File: src/rtl/cfgrc_pkg.sv
// Shared types and constants for the CFG reachability closure block.
// No dependencies; the top, controller and datapath refer to it by scoped names.
package cfgrc_pkg;

    localparam int MAX_BLOCKS_DEF = 64;
    localparam int BLOCK_W        = 6;
    localparam int POS_W          = 12;
    localparam int COUNT_W        = 7;

    // Command codes carried in an input beat
    typedef enum logic [1:0] {
        CMD_EDGE    = 2'd0,
        CMD_CLOSE   = 2'd1,
        CMD_BLOCK_Q = 2'd2,
        CMD_INSTR_Q = 2'd3
    } cmd_t;

    typedef struct packed {
        cmd_t                 cmd;
        logic [BLOCK_W-1:0]   src_block;
        logic [BLOCK_W-1:0]   dst_block;
        logic [POS_W-1:0]     from_pos;
        logic [POS_W-1:0]     to_pos;
    } in_beat_t;

    typedef struct packed {
        logic reachable;
        cmd_t cmd_echo;
    } out_beat_t;

    // Controller states
    typedef enum logic [3:0] {
        ST_IDLE,
        ST_EDGE_RD,
        ST_EDGE_WR,
        ST_COPY,
        ST_COPY_DRAIN,
        ST_ROWK,
        ST_LATCH,
        ST_SCAN,
        ST_SCAN_DRAIN,
        ST_FIN_RD,
        ST_FIN_SET,
        ST_QRD,
        ST_QANS,
        ST_DONE
    } state_t;

    // Commands from controller to datapath
    typedef struct packed {
        logic idle;
        logic capture;
        logic edge_rd;
        logic edge_wr;
        logic copy_rd;
        logic rowk_rd;
        logic rowk_latch;
        logic scan_rd;
        logic fin_rd;
        logic fin_set;
        logic reach_clr;
        logic query_rd;
        logic query_ans;
        logic i_clr;
        logic k_clr;
        logic k_inc;
        logic out_load;
    } ctrl_t;

    // Status from datapath to controller
    typedef struct packed {
        logic in_valid;
        cmd_t in_cmd;
        logic n_zero;
        logic i_last;
        logic k_last;
        logic out_free;
    } stat_t;

endpackage

File: src/rtl/cfgrc_ctrl.sv
// Controller state machine: sequences edge loads, the closure passes and queries.
// Depends on cfgrc_pkg for state, command and status types.
module cfgrc_ctrl (
    input  logic            clk,
    input  logic            rst_n,
    input  cfgrc_pkg::stat_t stat,
    output cfgrc_pkg::ctrl_t ctrl
);

    cfgrc_pkg::state_t state_reg;
    cfgrc_pkg::state_t state_next;

    // State register
    always_ff @(posedge clk or negedge rst_n)
    begin
        if (!rst_n)
        begin
            state_reg <= cfgrc_pkg::ST_IDLE;
        end
        else
        begin
            state_reg <= state_next;
        end
    end

    // Next state and commands
    always_comb
    begin
        state_next = state_reg;
        ctrl       = '0;
        case (state_reg)
            cfgrc_pkg::ST_IDLE:
            begin
                ctrl.idle = 1'b1;
                if (stat.in_valid)
                begin
                    ctrl.capture = 1'b1;
                    ctrl.i_clr   = 1'b1;
                    ctrl.k_clr   = 1'b1;
                    case (stat.in_cmd)
                        cfgrc_pkg::CMD_EDGE:
                        begin
                            state_next = cfgrc_pkg::ST_EDGE_RD;
                        end
                        cfgrc_pkg::CMD_CLOSE:
                        begin
                            ctrl.reach_clr = 1'b1;
                            state_next = stat.n_zero ? cfgrc_pkg::ST_DONE
                                                     : cfgrc_pkg::ST_COPY;
                        end
                        default:
                        begin
                            state_next = cfgrc_pkg::ST_QRD;
                        end
                    endcase
                end
            end
            cfgrc_pkg::ST_EDGE_RD:
            begin
                ctrl.edge_rd = 1'b1;
                state_next = cfgrc_pkg::ST_EDGE_WR;
            end
            cfgrc_pkg::ST_EDGE_WR:
            begin
                ctrl.edge_wr = 1'b1;
                state_next = cfgrc_pkg::ST_DONE;
            end
            // copy edge rows into the closure store
            cfgrc_pkg::ST_COPY:
            begin
                ctrl.copy_rd = 1'b1;
                if (stat.i_last)
                begin
                    state_next = cfgrc_pkg::ST_COPY_DRAIN;
                end
            end
            cfgrc_pkg::ST_COPY_DRAIN:
            begin
                ctrl.i_clr = 1'b1;
                state_next = cfgrc_pkg::ST_ROWK;
            end
            // one pivot pass: fetch row k, then sweep all rows
            cfgrc_pkg::ST_ROWK:
            begin
                ctrl.rowk_rd = 1'b1;
                state_next = cfgrc_pkg::ST_LATCH;
            end
            cfgrc_pkg::ST_LATCH:
            begin
                ctrl.rowk_latch = 1'b1;
                ctrl.scan_rd    = 1'b1;
                state_next = stat.i_last ? cfgrc_pkg::ST_SCAN_DRAIN
                                         : cfgrc_pkg::ST_SCAN;
            end
            cfgrc_pkg::ST_SCAN:
            begin
                ctrl.scan_rd = 1'b1;
                if (stat.i_last)
                begin
                    state_next = cfgrc_pkg::ST_SCAN_DRAIN;
                end
            end
            cfgrc_pkg::ST_SCAN_DRAIN:
            begin
                ctrl.i_clr = 1'b1;
                if (stat.k_last)
                begin
                    state_next = cfgrc_pkg::ST_FIN_RD;
                end
                else
                begin
                    ctrl.k_inc = 1'b1;
                    state_next = cfgrc_pkg::ST_ROWK;
                end
            end
            // reach set from the entry row
            cfgrc_pkg::ST_FIN_RD:
            begin
                ctrl.fin_rd = 1'b1;
                state_next = cfgrc_pkg::ST_FIN_SET;
            end
            cfgrc_pkg::ST_FIN_SET:
            begin
                ctrl.fin_set = 1'b1;
                state_next = cfgrc_pkg::ST_DONE;
            end
            cfgrc_pkg::ST_QRD:
            begin
                ctrl.query_rd = 1'b1;
                state_next = cfgrc_pkg::ST_QANS;
            end
            cfgrc_pkg::ST_QANS:
            begin
                ctrl.query_ans = 1'b1;
                state_next = cfgrc_pkg::ST_DONE;
            end
            cfgrc_pkg::ST_DONE:
            begin
                if (stat.out_free)
                begin
                    ctrl.out_load = 1'b1;
                    state_next = cfgrc_pkg::ST_IDLE;
                end
            end
            default:
            begin
                state_next = cfgrc_pkg::ST_IDLE;
            end
        endcase
    end

endmodule

File: config.mk
export PLATFORM = sky130hd
export DESIGN_NAME = cfgrc_ctrl
export DESIGN_NICKNAME = d
export VERILOG_FILES = /design/src/rtl/cfgrc_pkg.sv /design/src/rtl/cfgrc_ctrl.sv
export SDC_FILE = /design/constraint.sdc
export NUM_CORES = 1
export LEC_CHECK = 0
export ABC_AREA = 1
export BUFFER_PORTS_ARGS = -buffer_cell sky130_fd_sc_hd__buf_2
export CAP_MARGIN = 20
export CORE_AREA = 2 2 39 41
export DETAILED_ROUTE_END_ITERATION = 8
export DIE_AREA = 0 0 41 43
export GPL_TIMING_DRIVEN = 0
export PLACE_DENSITY = 0.7
export SYNTH_ARGS = -nofsm -noshare
export SYNTH_HDL_FRONTEND = slang
export SYNTH_SLANG_ARGS = --single-unit
File: constraint.sdc
create_clock -name clk -period 2.57 [get_ports clk]
set_input_delay 0.1285 -clock clk [delete_from_list [all_inputs] [get_ports clk]]
set_output_delay 0.1285 -clock clk [all_outputs]
set_load 0.01 [all_outputs]
## Yosys cells after proc, flatten, opt, wreduce, memory -nomap -nowiden

Cells that the tools add are included.

| word-level totals | value |
|---|---|
| register bits after elaboration | 4 |
| output and inout bits | 17 |
| input port bits | 9 |
| word-level logic and storage cells | 56 |

| operators by class | value |
|---|---|
| equal/unequal tests | 18 |
| reduce and logical (&&, ||, !) cells | 6 |
| muxes and demuxes | 31 |

Operator list:

| operator | count |
|---|---|
| 4-bit case mux with 12 select lines | 1 |
| 4-bit two-way mux | 7 |
| 4-bit == test, second input constant | 6 |
| 1-bit two-way mux | 19 |
| 4-bit by 3-bit == test with 1-bit output, second input constant | 4 |
| 4-bit by 2-bit == test with 1-bit output, second input constant | 2 |
| 2-bit inequality test, second input constant | 4 |
| 4-bit case mux with 2 select lines | 1 |
| 4-bit by 1-bit == test with 1-bit output, second input constant | 1 |
| 4-bit logical NOT | 1 |
| 2-bit two-way mux | 2 |
| 4-bit AND reduction | 1 |
| 2-bit OR reduction | 2 |
| 3-bit OR reduction | 1 |
| 2-bit by 1-bit == test with 1-bit output, second input constant | 1 |
| 2-bit logical NOT | 1 |
| 1-bit case mux with 2 select lines | 1 |

## Depth between registers and ports, before layout

| depth | value |
|---|---|
| depth after elaboration | 4 |
| mapped depth | 8 |
| gate-level depth less buffers | 8 |

## Worst setup path before layout

Ideal clock, no wire load.

| timing | value |
|---|---|
| path type | register to output |
| from | register state_reg[1] |
| to | output port ctrl[6] (netlist name) |
| path buffers | 0 |
| arrival time | 1.225 ns |
| setup slack | 1.216 ns |
| required time | 2.441 ns |
| stages on the path, launching flop included | 6 |
| cells stage by stage | dfrtp_1 -> nor2_2 -> nand2_1 -> nor2_1 -> inv_1 -> nor2_1 |

RTL lines:

| item | line | RTL |
|---|---|---|
| start, declared | cfgrc_ctrl.sv:10 | `cfgrc_pkg::state_t state_reg;` |
| start signal, assigned | cfgrc_ctrl.sv:18 | `state_reg <= cfgrc_pkg::ST_IDLE;` |
| start signal, assigned | cfgrc_ctrl.sv:22 | `state_reg <= state_next;` |
| end, declared | cfgrc_ctrl.sv:7 | `output cfgrc_pkg::ctrl_t ctrl` |

==> results.ini <==
[timing]
hold_violations=0
layout_min_cycle_time_ps=1675
fin_crit_sh=0.6518
fin_skew_ps=1.216
relSlewSlack=0.8389
worst_slack_ps=894.9
setup_viol=0
final_max_slew_viol_count=0
rsz0062_at_grt=false
tns_ps=0
tightestPinTransition_ps=241.6
fmax_ghz=0.5970

[critical_path]
regToRegSetupSlack_ps=1240
crit_path_max_incr_delay_ps=440
crit_path_start_kind=register
r2r-end=state_reg[3]
startpoint=state_reg[1]
critPathKind=reg -> out
path_cells=nor2_2 -> nand2_1 -> nor2_1 -> inv_1 -> o211ai_1 -> buf_2
cp_top_family=simple AND/OR/NAND/NOR gates
slowest_stage=dfrtp_1
cp.required_ps=2440
critPathBufInv=2
r2r_start=state_reg[3]
end_kind=primary output
cp_max_fo=6
reg2regPathDepth=8
cp.arrival_ps=1550

[drt]
dr_total_vias=659
drcViolationCount=0
wire_per_inst_microns=9.496
drt_iter0_drc=18
drt_pass1_iterations=4
postRouteAntennaNets=0
wl_mm=1.282
via_per_inst=4.881

[final_layout]
fillCellCount=156
antenna_cells=0
fin_nets=130
drive_gt1_frac=0.4034
area_delta_synth_final_pct=34.30
stdcell_count=135
final_util=0.5027
largest_reg_flops=4

[placed_design]
port_buffers=25
dpl.hpwl_mm=1.135
place.gp.congestion=0.8846
dpl_worst_slack_ps=1138
dp_cells=131

[min_path]
hold_path_startpoint=stat[0]
hold_depth=4
whs_endpoint=state_reg[3]
hold_path_class=in -> reg

[global_route]
gr-total-overflow=0
grt_pass1_wl_mm=2.145
grt_usage=0.1702
grt_max_degree=7
antenna_found_initial=0
grt_pass1_vias=546

[synthesis]
netlist_area_sq_um=518.0
synth_cells=90
synthesis.nets=99
ys_seq_area_frac=0.1932
synth_seq_cells=4
synth_cell_types=17
ys_warn_count=0
synth_area_per_cell_sq_um=5.756

[cts]
h-tree-depth=1
cts_resized=0
clock_latency_ps=230
path_clk_slew_ps=40
cts-root-buf=clkbuf_4
cts_max_path_buffers=2
cts.sink_count=4
numCtsBuffers=3
post_cts_buffers=0
cts_tree=built

[power]
ir_worst_vdd_v=0.0004090
p_clk_frac=0.097
combinationalPowerShare=0.709
p_per_area_mw_per_mm2=1125
seqPwrFrac=0.194
switchingPower_w=0.0004341
swShare=0.5546
p_leak_nw=0.4483
p_int_w=0.0003486

[run_status]
status=complete, no violations

[floorplanning]
pin_count=26
core_area_sq_mm=0.001384
dieWidth_microns=41
rows=14
die_area_sq_mm=0.001763
start_util=0.3743
die_h_microns=43

[flow_run]
drv_cap=0

-- layout by cell type (no fill, tap or decap), types with 3 or more instances in the layout --
cell type  instances
nor2_2             5
o211ai_1           4
buf_2             25
inv_2              6
nand2_1           22
nand3_2            3
inv_1             15
clkbuf_4           3
dfrtp_1            4
nor2_1            16
nand3_1            5
-- worst max-delay path by stage --
stage               to  slack [ps]  cells after the start
3_5_place_dp   ctrl[3]        1140                      6
2_1_floorplan  ctrl[6]        1220                      5
6_report       ctrl[3]         890                      6
3_3_place_gp   ctrl[3]        1150                      6
5_1_grt        ctrl[6]         720                      6
4_1_cts        ctrl[3]         870                      6
-- tightest hold or removal path: cells and delay by family --
| family | cells | cell delay (ps) |
|---|---|---|
| buf+inv | 2 | 130 |
| simple gates | 2 | 160 |
-- cell families after synthesis --
kind of cell / after synthesis / share of synthesized area
DFF: 4 / 0.1932
and+or+nand+nor: 56 / 0.5193
AOI/OAI and AO/OA: 8 / 0.1208
buffers and inverters: 22 / 0.1667
-- cells in the mapped netlist, drive strengths merged --
library cell  count  area (sq um)
nand2            23         88.84
nor2             23         113.9
inv              21         78.82
nand3             8         55.05
dfrtp             4         100.1
o211ai            4         30.03
o21ai             2         17.52
a21o              1         7.510
buf               1         7.510
nand4             1         6.260
nor3              1         5.000
o31ai             1         7.510
-- timing repair --
item,CTS,global route
endpoints found under the setup margin,0,0
hold buffers,1,0
endpoints found under the hold margin,4,0
-- stage by stage --
stage               hold slack [ps]  area [sq um]  total power, W
finish                        220.9         695.7       0.0007826
global route                  243.5         695.7       0.0008813
CTS                           218.2         695.7       0.0007906
detailed placement           -62.92         663.1       0.0007065
global placement             -68.86         663.1       0.0006980
floorplan                    -167.1         518.0       0.0005505
-- routing by layer --
metal | global-route usage | vias to the layer above | share of wire
li1 | - | 339 | -
met3 | 0.03141 | 4 | 0.082
met4 | 0.04667 | 0 | 0.016
met1 | 0.2305 | 285 | 0.42
met2 | 0.2656 | 31 | 0.49
met5 | 0 | - | 0
-- layout make-up --
class | count | area, sq um | area share
clock buffer | 3 | 22.52 | 0.03237
buffer | 1 | 7.507 | 0.01079
inverter | 21 | 78.83 | 0.1133
multi-input combinational | 64 | 331.6 | 0.4766
sequential | 4 | 100.1 | 0.1439
timing repair buffer | 26 | 135.1 | 0.1942
tap | 16 | 20.02 | 0.02878
-- power groups by stage --
stage	logic [W]	registers (W)	clock network, W
2_1_floorplan	0.000409	0.000142	0
3_3_place_gp	0.000545	0.000153	0
3_5_place_dp	0.000555	0.000151	0
4_1_cts	0.000559	0.000151	0.0000809
5_1_grt	0.000638	0.000159	0.0000838
6_report	0.000555	0.000152	0.0000761
Note: power is estimated with default switching activity, not from simulation.
